[config.mk]
export PLATFORM = sky130hd
export DESIGN_NAME = buzzer_note_envelope_player
export DESIGN_NICKNAME = d
export VERILOG_FILES = /design/src/design/bnep_pkg.sv /design/src/design/bnep_core.sv /design/src/design/bnep_out.sv /design/src/design/buzzer_note_envelope_player.sv
export SDC_FILE = /design/constraint.sdc
export NUM_CORES = 1
export LEC_CHECK = 0
export ABC_AREA = 1
export CAP_MARGIN = 0
export CORE_MARGIN = 5
export CORE_UTILIZATION = 33
export CTS_CLUSTER_SIZE = 40
export DETAILED_ROUTE_END_ITERATION = 16
export DONT_BUFFER_PORTS = 1
export GPL_TIMING_DRIVEN = 0
export SLEW_MARGIN = 5
export SYNTH_ARGS = -nofsm -noshare
export SYNTH_HDL_FRONTEND = slang
export SYNTH_SLANG_ARGS = --single-unit
export TNS_END_PERCENT = 50
[constraint.sdc]
create_clock -name i_clk -period 2.84 [get_ports i_clk]
set_clock_uncertainty 0.2 [all_clocks]
set_input_delay 0.142 -clock i_clk [delete_from_list [all_inputs] [get_ports i_clk]]
set_output_delay 0.142 -clock i_clk [all_outputs]
set_load 0.005 [all_outputs]
[src/design/bnep_pkg.sv]
package bnep_pkg;

    localparam int UNIT_MS_DEF    = 5;
    localparam int HOLD_UNITS_DEF = 15;

    localparam logic [7:0] HOLD_MS_RST   = 8'd75;
    localparam logic [7:0] START_AMP_RST = 8'd255;

    localparam logic [5:0] REST_PITCH = 6'd36;

    // operation codes
    localparam logic [1:0] OP_TICK = 2'd0;
    localparam logic [1:0] OP_NOTE = 2'd1;
    localparam logic [1:0] OP_STOP = 2'd2;

    // configuration register indexes
    localparam logic CFG_HOLD_MS   = 1'b0;
    localparam logic CFG_START_AMP = 1'b1;

    typedef struct packed {
        logic [7:0]  amplitude;
        logic [14:0] half_period;
        logic        tone_enabled;
        logic        note_busy;
        logic        rejected;
    } t_result;

    localparam logic [15:0] PERIOD_ROM [37] = '{
        16'd42272, 16'd39898, 16'd37660, 16'd35546, 16'd33550, 16'd31668,
        16'd29890, 16'd28212, 16'd26630, 16'd25134, 16'd23724, 16'd22392,
        16'd21136, 16'd19950, 16'd18828, 16'd17772, 16'd16776, 16'd15834,
        16'd14944, 16'd14106, 16'd13314, 16'd12568, 16'd11862, 16'd11196,
        16'd10568, 16'd9974,  16'd9414,  16'd8886,  16'd8388,  16'd7920,
        16'd7472,  16'd7054,  16'd6658,  16'd6284,  16'd5930,  16'd5598,
        16'd0
    };

    // pitch is already clipped to the rest index
    function automatic logic [14:0] half_period(input logic [5:0] pitch);
        logic [15:0] per;
        per = PERIOD_ROM[pitch];
        return per[15:1];
    endfunction

endpackage

[src/design/bnep_core.sv]
module bnep_core #(
    parameter int UNIT_MS    = 5,
    parameter int HOLD_UNITS = 15
) (
    input  logic              i_clk,
    input  logic              i_rst_n,
    input  logic              i_cfg_we,
    input  logic              i_cfg_index,
    input  logic [7:0]        i_cfg_data,
    input  logic              i_accept,
    input  logic [1:0]        i_operation,
    input  logic [5:0]        i_note_pitch,
    input  logic [7:0]        i_note_length,
    output bnep_pkg::t_result o_result
);
    import bnep_pkg::*;

    localparam int  MS_W    = $clog2(UNIT_MS);
    localparam bit  HAS_MS2 = (UNIT_MS > 2);

    localparam logic [1:0] PH_IDLE  = 2'd0;
    localparam logic [1:0] PH_HOLD  = 2'd1;
    localparam logic [1:0] PH_DECAY = 2'd2;
    localparam logic [1:0] PH_TAIL  = 2'd3;

    logic [7:0]      r_hold_ms, r_start_amp;
    logic [1:0]      r_phase, n_phase;
    logic [7:0]      r_hold_left, n_hold_left;
    logic [MS_W-1:0] r_ms, n_ms;
    logic [7:0]      r_units, n_units;
    logic [7:0]      r_level, n_level;
    logic [5:0]      r_pitch, n_pitch;
    logic            r_tone, n_tone;

    logic [5:0] pitch_c;
    logic [7:0] len_after_hold;
    logic [7:0] units_dec;
    logic [7:0] hold_dec;
    logic [1:0] div104, div88;
    logic [7:0] lvl_sub;
    logic       rej;

    function automatic logic [7:0] sub_sat(input logic [7:0] a, input logic [7:0] b);
        return (a > b) ? (a - b) : 8'd0;
    endfunction

    always_comb begin
        pitch_c        = (i_note_pitch > REST_PITCH) ? REST_PITCH : i_note_pitch;
        len_after_hold = (i_note_length >= 8'(HOLD_UNITS)) ?
                         (i_note_length - 8'(HOLD_UNITS)) : 8'd0;
        units_dec      = (r_units != 8'd0) ? (r_units - 8'd1) : 8'd0;
        hold_dec       = (r_hold_left != 8'd0) ? (r_hold_left - 8'd1) : 8'd0;
        div104 = (r_level >= 8'd208) ? 2'd2 : ((r_level >= 8'd104) ? 2'd1 : 2'd0);
        div88  = (r_level >= 8'd176) ? 2'd2 : ((r_level >= 8'd88) ? 2'd1 : 2'd0);
        lvl_sub = r_level;
        if (r_level != 8'd0) begin
            if (r_ms == '0) begin
                lvl_sub = sub_sat(r_level, {6'd0, div104} + 8'd1);
            end else if (HAS_MS2 && r_ms == MS_W'(2)) begin
                lvl_sub = sub_sat(r_level, {6'd0, div88});
            end
        end

        n_phase     = r_phase;
        n_hold_left = r_hold_left;
        n_ms        = r_ms;
        n_units     = r_units;
        n_level     = r_level;
        n_pitch     = r_pitch;
        n_tone      = r_tone;
        rej         = 1'b0;

        case (i_operation)
            OP_TICK: begin
                if (r_phase == PH_IDLE) begin
                    n_tone  = 1'b0;
                    n_level = 8'd0;
                end else if (r_phase == PH_HOLD) begin
                    n_hold_left = hold_dec;
                    if (hold_dec == 8'd0) begin
                        n_ms    = '0;
                        n_phase = (r_units != 8'd0) ? PH_DECAY : PH_IDLE;
                    end
                end else begin
                    n_level = lvl_sub;
                    if (r_ms == MS_W'(UNIT_MS - 1)) begin
                        n_ms    = '0;
                        n_units = units_dec;
                        if (units_dec == 8'd0) begin
                            if (r_phase == PH_TAIL) begin
                                n_tone  = 1'b0;
                                n_level = 8'd0;
                            end
                            n_phase = PH_IDLE;
                        end
                    end else begin
                        n_ms = r_ms + MS_W'(1);
                    end
                end
            end
            OP_NOTE: begin
                if (r_phase != PH_IDLE) begin
                    rej = 1'b1;
                end else if (pitch_c == REST_PITCH && r_tone && r_pitch != REST_PITCH) begin
                    // rest right after a sounding note: keep decaying the tone
                    n_units     = i_note_length;
                    n_ms        = '0;
                    n_hold_left = 8'd0;
                    if (i_note_length == 8'd0) begin
                        n_tone  = 1'b0;
                        n_level = 8'd0;
                    end else begin
                        n_phase = PH_TAIL;
                    end
                end else begin
                    if (pitch_c != REST_PITCH) begin
                        n_tone  = 1'b1;
                        n_level = r_start_amp;
                    end else begin
                        n_tone  = 1'b0;
                        n_level = 8'd0;
                    end
                    n_pitch     = pitch_c;
                    n_units     = len_after_hold;
                    n_ms        = '0;
                    n_hold_left = r_hold_ms;
                    if (r_hold_ms != 8'd0) begin
                        n_phase = PH_HOLD;
                    end else begin
                        n_phase = (len_after_hold != 8'd0) ? PH_DECAY : PH_IDLE;
                    end
                end
            end
            OP_STOP: begin
                n_phase     = PH_IDLE;
                n_hold_left = 8'd0;
                n_ms        = '0;
                n_units     = 8'd0;
                n_pitch     = REST_PITCH;
                n_tone      = 1'b0;
                n_level     = 8'd0;
            end
            default: begin
            end
        endcase

        o_result.amplitude    = n_level;
        o_result.half_period  = half_period(n_pitch);
        o_result.tone_enabled = n_tone;
        o_result.note_busy    = (n_phase != PH_IDLE);
        o_result.rejected     = rej;
    end

    always_ff @(posedge i_clk) begin
        if (!i_rst_n) begin
            r_hold_ms   <= HOLD_MS_RST;
            r_start_amp <= START_AMP_RST;
        end else if (i_cfg_we) begin
            unique case (i_cfg_index)
                CFG_HOLD_MS:   r_hold_ms   <= i_cfg_data;
                CFG_START_AMP: r_start_amp <= i_cfg_data;
                default: begin
                end
            endcase
        end
    end

    always_ff @(posedge i_clk) begin
        if (!i_rst_n) begin
            r_phase     <= PH_IDLE;
            r_hold_left <= 8'd0;
            r_ms        <= '0;
            r_units     <= 8'd0;
            r_level     <= 8'd0;
            r_pitch     <= REST_PITCH;
            r_tone      <= 1'b0;
        end else if (i_accept) begin
            r_phase     <= n_phase;
            r_hold_left <= n_hold_left;
            r_ms        <= n_ms;
            r_units     <= n_units;
            r_level     <= n_level;
            r_pitch     <= n_pitch;
            r_tone      <= n_tone;
        end
    end

endmodule

[src/design/bnep_out.sv]
module bnep_out (
    input  logic              i_clk,
    input  logic              i_rst_n,
    input  logic              i_push,
    input  bnep_pkg::t_result i_data,
    input  logic              i_stall,
    output logic              o_valid,
    output bnep_pkg::t_result o_data,
    output logic              o_full
);
    import bnep_pkg::*;

    logic    r_main_v, r_skid_v;
    t_result r_main, r_skid;
    logic    pop;

    assign pop     = r_main_v && !i_stall;
    assign o_valid = r_main_v;
    assign o_data  = r_main;
    assign o_full  = r_skid_v;

    always_ff @(posedge i_clk) begin
        if (!i_rst_n) begin
            r_main_v <= 1'b0;
            r_skid_v <= 1'b0;
        end else if (r_skid_v) begin
            // drain the skid beat into the output slot
            if (pop) begin
                r_skid_v <= 1'b0;
            end
        end else if (i_push) begin
            if (!r_main_v || pop) begin
                r_main_v <= 1'b1;
            end else begin
                r_skid_v <= 1'b1;
            end
        end else if (pop) begin
            r_main_v <= 1'b0;
        end
    end

    always_ff @(posedge i_clk) begin
        if (r_skid_v) begin
            if (pop) begin
                r_main <= r_skid;
            end
        end else if (i_push) begin
            if (!r_main_v || pop) begin
                r_main <= i_data;
            end else begin
                r_skid <= i_data;
            end
        end
    end

endmodule

[src/design/buzzer_note_envelope_player.sv]
// Buzzer note envelope player.
// Input channel (i_in_valid / o_in_stall) carries one beat per command:
// a 1 ms tick, a note start (pitch and length in 5 ms units) or a stop.
// Every accepted beat returns exactly one result beat on the output
// channel (o_out_valid / i_out_stall): amplitude, tone half period,
// tone enable, busy flag and a reject flag for notes sent while busy.
// Throughput: one beat per cycle while o_in_stall is low; the envelope
// state updates in a single pass of logic between the state registers
// and the result register (or the skid register while the slot is held).
// When the receiver stalls, the result slot holds its beat and one more
// beat lands in a skid register; o_in_stall then rises until the slot
// drains, so no beat is lost.
// Configuration (i_cfg_valid / o_cfg_ready, always ready): index 0 sets
// hold_ms, index 1 sets start_amplitude. Write only while idle.
// Reset (synchronous, active low): hold_ms = 75, start_amplitude = 255,
// player idle, tone off, amplitude 0, pitch on rest, output empty.
module buzzer_note_envelope_player #(
    parameter int UNIT_MS    = bnep_pkg::UNIT_MS_DEF,
    parameter int HOLD_UNITS = bnep_pkg::HOLD_UNITS_DEF
) (
    input  logic        i_clk,
    input  logic        i_rst_n,
    input  logic        i_cfg_valid,
    output logic        o_cfg_ready,
    input  logic        i_cfg_index,
    input  logic [7:0]  i_cfg_data,
    input  logic        i_in_valid,
    output logic        o_in_stall,
    input  logic [1:0]  i_operation,
    input  logic [5:0]  i_note_pitch,
    input  logic [7:0]  i_note_length,
    output logic        o_out_valid,
    input  logic        i_out_stall,
    output logic [7:0]  o_amplitude,
    output logic [14:0] o_half_period,
    output logic        o_tone_enabled,
    output logic        o_note_busy,
    output logic        o_rejected
);
    import bnep_pkg::*;

    logic    accept;
    t_result result, out_data;

    assign o_cfg_ready = 1'b1;
    assign accept      = i_in_valid && !o_in_stall;

    bnep_core #(
        .UNIT_MS    (UNIT_MS),
        .HOLD_UNITS (HOLD_UNITS)
    ) u_core (
        .i_clk         (i_clk),
        .i_rst_n       (i_rst_n),
        .i_cfg_we      (i_cfg_valid && o_cfg_ready),
        .i_cfg_index   (i_cfg_index),
        .i_cfg_data    (i_cfg_data),
        .i_accept      (accept),
        .i_operation   (i_operation),
        .i_note_pitch  (i_note_pitch),
        .i_note_length (i_note_length),
        .o_result      (result)
    );

    bnep_out u_out (
        .i_clk   (i_clk),
        .i_rst_n (i_rst_n),
        .i_push  (accept),
        .i_data  (result),
        .i_stall (i_out_stall),
        .o_valid (o_out_valid),
        .o_data  (out_data),
        .o_full  (o_in_stall)
    );

    assign o_amplitude    = out_data.amplitude;
    assign o_half_period  = out_data.half_period;
    assign o_tone_enabled = out_data.tone_enabled;
    assign o_note_busy    = out_data.note_busy;
    assign o_rejected     = out_data.rejected;

endmodule

Word-level counts from Yosys, hierarchy flattened
Memory sizes are Yosys's and may differ from the RTL's.
Cells that the tools add are included.
W data, S select, Z words.

word-level totals
  register bits after elaboration = 106
  ROM bits = 1024
  memories kept = 1

memories
  memory           depth  bits a word  read ports  clocked after Yosys merged registers in  write ports  RTL line        source
  (no name shown)  64     16           1           0                                        0            bnep_pkg.sv:41  per = PERIOD_ROM[pitch];

operators by class
  $add $sub $neg = 7
  magnitude comparators = 9
  equal/unequal tests = 17
  mux-type cells = 80
  bitwise logic cells = 4
  reductions and logical operators = 33

operators by type and width
  kind                   count
  $mux W8                26
  $mux W26               4
  $pmux W8 S3            3
  $reduce_bool A8 Y1     5
  $mux W16               2
  $mux W2                13
  $logic_not A8 Y1       3
  $mux W1                20
  $mux W6                3
  $ge A8 B7 Y1 const B   2
  $ge A8 B8 Y1 const B   2
  $sub A8 B1 Y8 const B  2
  $mux W3                5
  $ne A6 B6 Y1 const B   2
  $pmux W6 S2            1
  $reduce_and A5 Y1      2
  $reduce_bool A2 Y1     5
  $pmux W3 S3            1
  $reduce_and A3 Y1      3
  $ge A8 B4 Y1 const B   1
  $gt A8 B2 Y1           1
  $gt A8 B8 Y1           1
  $ne A2 B2 Y1 const B   4
  $sub A8 B2 Y8          1
  other kinds (25)       38

Depth between registers and ports, before layout
Gate-level depths: netlist of run 1.

  depth after elaboration = 17
  gate-level depth with buffers = 21

Hierarchy
From an unflattened synthesis of run 1, not the netlist that was laid out.

second synthesis, totals
  cells, all modules = 1058
  area total of the unflattened synthesis = 7314.5 µm²

by module, submodules not included
  module                       times used  cells each  area each (µm²)  seq. area each (µm²)
  bnep_core                    1           899         5285.1           1041.0
  bnep_out                     1           155         2008.2           1601.5
  buzzer_note_envelope_player  1           4           21.3             0.0

Worst setup path before layout of run 1
OpenSTA, ideal clock, no wires.

  path type = flip-flop to flip-flop
  from = reg u_core.r_level[6]
  to = reg u_out.r_main, in the netlist u_out.o_data[24] (data pin)
  setup time = 269 ps
  arrival time = 2580 ps
  data required time = 2371 ps
  setup slack = -209 ps
  stages on the path, launching flop included = 17
  clock period less this slack = 3049 ps
  cells stage by stage = dfxtp_1 clkbuf_2 nor2_1 inv_1 o211ai_1 o31a_1 ha_1 inv_1 fa_1 nor2_1 nand3_1 o311ai_0 nand2_1 nand3_1 nand2_1 o21ai_1 o21ai_0

between the ends
  word-level cells in the longest chain between the ends = 17

ends and longest elaborated chain
  what                                         RTL line                          source
  start: declaration                           bnep_core.sv:31                   logic [7:0] r_level, n_level;
  start signal: assignment                     bnep_core.sv:182                  r_level <= n_level;
  $ge A8 B7 Y1, on equally long branches       bnep_core.sv:53, bnep_core.sv:54
  $mux W1, on equally long branches            bnep_core.sv:53, bnep_core.sv:54
  $mux W2, on equally long branches            bnep_core.sv:53, bnep_core.sv:54
  $add A2 B1 Y3, or another cell as far along  bnep_core.sv:58                   lvl_sub = sub_sat(r_level, {6'd0, div104} + 8'd1);
  $sub A8 B8 Y8, or another cell as far along  bnep_core.sv:44                   return (a > b) ? (a - b) : 8'd0;
  $mux W8, on equally long branches            bnep_core.sv:44, bnep_core.sv:59
  $mux W8                                      bnep_core.sv:57                   if (r_ms == '0) begin
  $mux W8                                      bnep_core.sv:56                   if (r_level != 8'd0) begin
  $mux W8                                      bnep_core.sv:90                   if (r_phase == PH_TAIL) begin
  $mux W8                                      bnep_core.sv:89                   if (units_dec == 8'd0) begin
  $mux W8                                      bnep_core.sv:86                   if (r_ms == MS_W'(UNIT_MS - 1)) begin
  $mux W8                                      bnep_core.sv:78                   end else if (r_phase == PH_HOLD) begin
  $mux W8                                      bnep_core.sv:75                   if (r_phase == PH_IDLE) begin
  $pmux W8 S3 (*)                              bnep_core.sv:73                   case (i_operation)
  $mux W26 (*)                                 bnep_out.sv:48                    if (!r_main_v || pop) begin
  $mux W26 (*)                                 bnep_out.sv:47                    end else if (i_push) begin
  $mux W26 (*)                                 bnep_out.sv:43                    if (r_skid_v) begin
  end signal: assignment                       bnep_out.sv:45                    r_main <= r_skid;
  end signal: assignment                       bnep_out.sv:49                    r_main <= i_data;
  end: declaration                             bnep_out.sv:14                    t_result r_main, r_skid;

Mark *: on every way between the ends. The rest lies on a longest branch, timed or not. The select of a mux whose other input is x is not followed.
A chain may end at the register's enable or synchronous reset.

==> metrics.md, run 1 <==
| Metric | Value |
|---|---|
| Leakage | `3.80 nW` |
| CTS tree | `built` |
| Worst stage delay on the critical path | `0.40 ns` |
| Simple-Gate Fraction of Synth Area | `0.331` |
| Unique cell type count in the Yosys netlist | `56` |
| Largest family of logic cells by synthesized area | `simple AND/OR/NAND/NOR gates` |
| Design Area, Final | `8710 µm²` |
| Synth top cells by count | `nand2_1 (296), inv_1 (101), nand3_1 (92), o21ai_0 (73), nor2_1 (72)` |
| Num CTS Buffers | `9` |
| Die area | `24700 µm²` |
| Clock latency on the worst-skew pair | `0.36 ns` |
| Final core occ | `0.411` |
| Sequential fraction of the synthesis area | `0.369` |
| Avg Synthesized Cell Area | `7.06 µm²` |
| Starting Density | `0.337` |
| Tot Pwr | `4.58 mW` |
| TritonCTS Sinks | `106` |
| Mapped Area | `7160 µm²` |
| Count of boundary I/O pins | `59` |
| Post-synthesis adder-cell area fraction | `0.0493` |
| Buf/Inv on CP | `3` |
| Max-Cap Viols | `0` |
| First-pass DRT Iterations | `5` |
| Worst setup SP type | `flip-flop` |
| Antenna diode count | `0` |
| Hpwl dp | `15400 µm` |
| Worst-Margin Slew | `0.644 ns` |
| Core area | `21200 µm²` |
| Fraction of layout cells with a size suffix above 1 | `0.182` |
| Number of global-route vias before repair | `6635` |
| Largest cells by area after synthesis | `edfxtp_1 (22%), nand2_1 (16%), dfxtp_1 (15%), nand3_1 (6.4%), inv_1 (5.3%)` |
| NumNets Final | `1137` |
| Most frequent CP cell | `nand2_2` |
| Final Hold Viols | `0` |
| Final period util | `1.03` |
| Cells along the critical path | `nor2_4 -> inv_2 -> o211ai_1 -> o31a_1 -> ha_2 -> inv_2 -> fa_2 -> inv_2 -> a21oi_2 -> nor2_2 -> nand2_2 -> nand2_4 -> o21ai_2 -> nand3_1 -> o21ai_1 -> nand2_1 -> nand2_2 -> nand2_2 -> nand2_2` |
| Grt ovf | `0` |
| Max-slew headroom | `0.570` |
| RSZ-0062 raised after global routing | `true` |
| Buffers on Ports | `0` |
| Slowest cell on crit path | `dfxtp_4` |
| Post-Synth XOR/XNOR Area | `0.0135` |
| Sequential cell area | `2660 µm²` |
| DRC viols | `0` |
| CTS H-tree depth | `3` |
| Largest area contributor in the netlist | `edfxtp_1` |
| Yosys top cell area share | `0.218` |
| Initial antenna violation count | `0` |
| Yosys warning total | `0` |
| Worst Path Required | `2.76 ns` |
| Synth Area in Compound Gates | `0.153` |
| FMAX | `0.342 GHz` |
| # rows | `53` |
| First-pass GRT wire length | `34100 µm` |
| EDFF count, synth | `52` |
| CTS clock-pin slew for the worst setup and hold paths | `0.08 ns` |
| Largest net degree at the start of global routing | `20` |
| Die Width | `157 µm` |
| Mux cell area share after synthesis | `0` |
| Async SR Flop Fraction | `0` |
| Post-route minimum period | `2.93 ns` |
| Drt wl/cell | `15.5 µm` |
| Worst Path Arrival | `2.84 ns` |
| CP max FO | `8` |
| Clock tree buffer depth | `2` |
| Failing checks | `negative setup slack` |
| Antenna Nets Post-Route | `0` |
| Peak VDD IR | `0.000234 V` |
| Syn Inst Count | `1014` |
| Hold Path Class | `input pin to flip-flop` |
| Final worst slack | `-0.0854 ns` |
| Area delta synth->final | `21.7%` |
| Area of the multi-input gates | `4280 µm²` |
| Clk root buf | `clkbuf_16` |
| Fill cells | `2204` |
| Dpl ws | `-0.480 ns` |
| Synth Register Bits | `106` |
| Post-placement cell area | `7560 µm²` |
| Cell Pwr Density | `525 nW/µm²` |
| GPL Wtd Cong | `0.924` |
| Die Y | `157 µm` |
| Routed vias | `7060` |
| Avg Vias per Cell | `5.19` |
| Status | `complete, but fails checks` |
| Most frequent cell after synthesis | `nand2_1` |
| Critical path endpoint category | `flip-flop` |
| Slew Viols, Final | `0` |
| Most used flip-flop cell after synthesis | `dfxtp_1` |
| CP delay by family, top | `simple AND/OR/NAND/NOR gates` |
| GRT Overall Usage | `0.170` |
| Final setup fails | `6` |
| Critical path type | `flip-flop to flip-flop` |
| Hold slack | `0.0326 ns` |
| First DRT Iteration DRCs | `623` |
| Final WL | `21000 µm` |
==> worst register-to-register path, stage by stage, from the launching register on <==
cell	delay [ns]
dfxtp_4	0.40
nor2_4	0.11
inv_2	0.05
o211ai_1	0.12
o31a_1	0.21
ha_2	0.18
inv_2	0.04
fa_2	0.37
inv_2	0.07
a21oi_2	0.03
nor2_2	0.12
nand2_2	0.15
nand2_4	0.12
o21ai_2	0.06
nand3_1	0.09
o21ai_1	0.08
nand2_1	0.09
nand2_2	0.08
nand2_2	0.07
nand2_2	0.05
==> metal layers <==
layer / routed length [µm] / global-route usage / up-vias
met2: 9380 / 0.268 / 236
met3: 1410 / 0.0401 / 38
met1: 9820 / 0.231 / 3265
li1: - / - / 3521
met4: 408 / 0.0504 / 0
met5: 0 / 0 / -
==> kinds of logic (layout without fill, tap and decap cells) <==
logic type	after synthesis	count (layout)
flip-flops	106	106
buffers and inverters	149	219
XOR/XNOR	11	11
AO/OA/AOI/OAI	190	190
adder cells (fa/ha/maj)	27	27
other	1	2
AND/OR/NAND/NOR	530	530
==> registers in the layout, summed over array words and instances (netlist names), 2 cells and up <==
register,cells
u_core.r_hold_left,8
u_core.r_hold_ms,8
u_core.r_level,8
u_core.r_ms,3
u_core.r_phase,2
u_core.r_pitch,6
u_core.r_start_amp,8
u_core.r_units,8
u_out.o_data,26
u_out.r_skid,26
==> placed cells by master (no fill, tap or decap), drive strengths merged, types with 26 or more instances in the layout <==
cell	instances
a21oi	59
buf	45
clkbuf	28
dfxtp	54
dlygate4sd3	26
edfxtp	52
inv	114
nand2	310
nand3	97
nor2	83
o21ai	83
==> per-stage QoR <==
step / instances / setup TNS, ns
6_report: 1360 / -0.296
5_1_grt: 1360 / -3.19
4_1_cts: 1347 / -0.0183
3_5_place_dp: 1292 / -13.28
3_3_place_gp: 1290 / -40.94
2_1_floorplan: 1015 / 0
==> cell type report <==
type | instances | area share
Multi-Input combinational cell | 760 | 0.491
Sequential cell | 106 | 0.305
Timing Repair Buffer | 57 | 0.0596
Inverter | 114 | 0.0504
Tap cell | 275 | 0.0395
Clock buffer | 10 | 0.0263
Buffer | 32 | 0.0194
Clock inverter | 6 | 0.00890
==> path summary, 6_finish.rpt <==
kind / start / to / slack (ns) / cells past startpoint
hold reg to reg: u_core.r_pitch[2] / u_core.r_pitch[2] / 0.30 / 2
hold / removal: i_note_length[5] / u_core.r_units[5] / 0.03 / 6
setup reg to reg: u_core.r_level[6] / u_out.o_data[23] / -0.09 / 19
setup / recovery: u_core.r_level[6] / u_out.o_data[23] / -0.09 / 19
==> repair_timing <==
action	CTS	global route
endpoints found under the setup margin	51	50
resized for setup	44	78
pin swaps	11	32
gates cloned	0	0
hold buffers	26	0
buffers inserted	15	15
hold endpoints to repair	41	0
==> power breakdown <==
| part | total [mW] | leakage [nW] | internal [mW] | switching [mW] |
|---|---|---|---|---|
| combinational | 1.40 | 2.70 | 0.510 | 0.890 |
| clock | 1.32 | 0.153 | 0.706 | 0.618 |
| sequential | 1.85 | 0.946 | 1.76 | 0.0989 |
Power figures use the tool's default switching activity.
==> inputs of run 2 (changes only) <==
--- a/config.mk
+++ b/config.mk
@@ -8,4 +8,6 @@
 export ABC_AREA = 1
 export CAP_MARGIN = 0
+export CELL_PAD_IN_SITES_DETAIL_PLACEMENT = 1
+export CELL_PAD_IN_SITES_GLOBAL_PLACEMENT = 2
 export CORE_MARGIN = 5
 export CORE_UTILIZATION = 33
@@ -14,4 +16,5 @@
 export DONT_BUFFER_PORTS = 1
 export GPL_TIMING_DRIVEN = 0
+export PLACE_DENSITY_LB_ADDON = 0.1
 export SLEW_MARGIN = 5
 export SYNTH_ARGS = -nofsm -noshare
--- a/constraint.sdc
+++ b/constraint.sdc
@@ -3,3 +3,3 @@
 set_input_delay 0.142 -clock i_clk [delete_from_list [all_inputs] [get_ports i_clk]]
 set_output_delay 0.142 -clock i_clk [all_outputs]
-set_load 0.005 [all_outputs]
+set_load 0.05 [all_outputs]
==> metrics.md, run 2 (synthesized netlist as in run 1, its figures left out) <==
| Metric | Value |
|---|---|
| Setup TNS | `-0.391 ns` |
| Starting Density | `0.337` |
| First DRT Iteration DRCs | `298` |
| Worst setup SP type | `flip-flop` |
| Final period util | `1.04` |
| Most common cell after layout, fill and taps aside | `nand2_1` |
| Clock latency on the worst-skew pair | `0.37 ns` |
| NumNets Final | `1144` |
| First-pass GRT wire length | `40400 µm` |
| Buffers on Ports | `0` |
| Die area | `24700 µm²` |
| Fraction of layout cells with a size suffix above 1 | `0.212` |
| Final WL | `25100 µm` |
| Routed vias | `7091` |
| Critical path type | `flip-flop to flip-flop` |
| Largest net degree at the start of global routing | `27` |
| GRT Overall Usage | `0.205` |
| R2R setup slack | `-0.12 ns` |
| Max-Cap Viols | `0` |
| Final worst slack | `-0.122 ns` |
| DRC viols | `0` |
| FMAX | `0.338 GHz` |
| Number of global-route vias before repair | `7190` |
| Clock tree buffer depth | `2` |
| Die Y | `157 µm` |
| TritonCTS Sinks | `106` |
| Most frequent cells in the layout | `nand2_1 (263), inv_1 (90), nand3_1 (77), nor2_1 (63), o21ai_0 (60)` |
| Status | `complete, but fails checks` |
| Avg Vias per Cell | `5.19` |
| Num CTS Buffers | `9` |
| Combinational Power Share | `0.309` |
| Switching fraction of total power | `0.395` |
| Count of boundary I/O pins | `59` |
| Fill cells | `2702` |
| Core area | `21200 µm²` |
| CTS H-tree depth | `3` |
| Dpl ws | `-0.796 ns` |
| Drt wl/cell | `18.3 µm` |
| First-pass DRT Iterations | `4` |
| Grt ovf | `0` |
| CP max FO | `6` |
| RSZ-0062 raised after global routing | `true` |
| NetSw | `1.91 mW` |
| Cell Pwr Density | `545 nW/µm²` |
| Peak VDD IR | `0.000259 V` |
| Worst-Margin Slew | `0.892 ns` |
| Failing checks | `negative setup slack` |
| Antenna Nets Post-Route | `0` |
| Critical path endpoint category | `flip-flop` |
| Antenna diode count | `0` |
| Initial antenna violation count | `0` |
| Pint | `2.93 mW` |
| GPL Wtd Cong | `0.901` |
| Clk root buf | `clkbuf_16` |
| Worst Path Required | `2.75 ns` |
| Post-route minimum period | `2.96 ns` |
| Register share of total power | `0.417` |
| Max-slew headroom | `0.404` |
| CTS tree | `built` |
| Hpwl dp | `18600 µm` |
| Hold Path Class | `input pin to flip-flop` |
| Worst Path Arrival | `2.87 ns` |
| Proportion of power drawn by the clock network | `0.273` |
| Tot Pwr | `4.83 mW` |
| Final setup fails | `6` |
| Leakage | `3.85 nW` |
| # rows | `53` |
| CTS clock-pin slew for the worst setup and hold paths | `0.08 ns` |
| Final Hold Viols | `0` |
| Slew Viols, Final | `0` |
| Area delta synth->final | `23.9%` |
| Die Width | `157 µm` |
run 2: changes by cell type in the layout (fill, tap and decap cells not counted), moves of 3 or more:
cell | previous run | this run
nand3_1 | 81 | 77
dfxtp_2 | 4 | 7
buf_4 | 29 | 38
nand2_2 | 23 | 41
nand3_4 | 3 | 6
a21oi_2 | 8 | 5
o21ai_2 | 9 | 13
o21ai_1 | 12 | 9
dfxtp_1 | 47 | 44
nand2_1 | 280 | 263
run 2: power by group through the flow:
stage / sequential (mW) / combinational (mW) / clock (mW)
6_report: 2.02 / 1.49 / 1.32
3_3_place_gp: 2.05 / 1.23 / 0
5_1_grt: 2.03 / 1.67 / 1.42
2_1_floorplan: 2.01 / 0.904 / 0
3_5_place_dp: 2.05 / 1.24 / 0
4_1_cts: 2.02 / 1.35 / 1.36
run 2: final cells by class:
class / instances / area, µm² / area share
Multi-Input combinational cell: 760 / 4380 / 0.494
Clock buffer: 9 / 225 / 0.0254
Timing Repair Buffer: 63 / 558 / 0.0629
Buffer: 33 / 173 / 0.0195
Inverter: 114 / 440 / 0.0497
Sequential cell: 106 / 2660 / 0.300
Clock inverter: 7 / 86.3 / 0.00974
Tap cell: 275 / 344 / 0.0388
run 2: metrics by stage:
stage | cells | hold WS, ns | cell area [µm²] | utilization
finish | 1367 | 0.00334 | 8870 | 0.418
global route | 1367 | 0.0665 | 8870 | 0.418
CTS | 1344 | 0.0105 | 8370 | 0.394
detailed placement | 1291 | 0.0678 | 7540 | 0.356
global placement | 1290 | 0.0646 | 7520 | 0.354
floorplan | 1015 | 0.0552 | 7180 | -
run 2: routing by layer:
metal  part of all wire  up-vias  global-route usage  routed length, µm
met2               0.46      103               0.331              11600
met4              0.016        0              0.0541                403
met1               0.50     3415               0.292              12500
li1                   -     3546                   -                  -
met5                  0        -                   0                  0
met3              0.023       27              0.0258                573
run 2: critical path: stages (launching register included):
cell	delay (ns)
dfxtp_4	0.39
nor2_4	0.14
inv_2	0.05
o211ai_1	0.10
o31a_1	0.18
ha_2	0.17
inv_2	0.04
fa_2	0.37
inv_2	0.07
a21oi_2	0.04
nor2_2	0.14
nand2_2	0.12
a31oi_1	0.18
a21oi_1	0.07
nand3_1	0.10
nand3_2	0.11
o21ai_2	0.11
o21ai_1	0.11
run 2: final timing paths:
check                      end  depth (start not counted)         startpoint
min reg2reg  u_core.r_pitch[2]                          2  u_core.r_pitch[2]
min          u_core.r_units[4]                          5   i_note_length[4]
max           u_out.o_data[21]                         17  u_core.r_level[5]
max reg2reg   u_out.o_data[21]                         17  u_core.r_level[5]
run 2: timing repair:
action                                  4_1_cts  5_1_grt
hold buffers                                 25        0
setup buffers                                13       25
endpoints found under the hold margin        51        0
gates resized for setup                      65       88
pin swaps                                    21       56
endpoints found under the setup margin       54       82
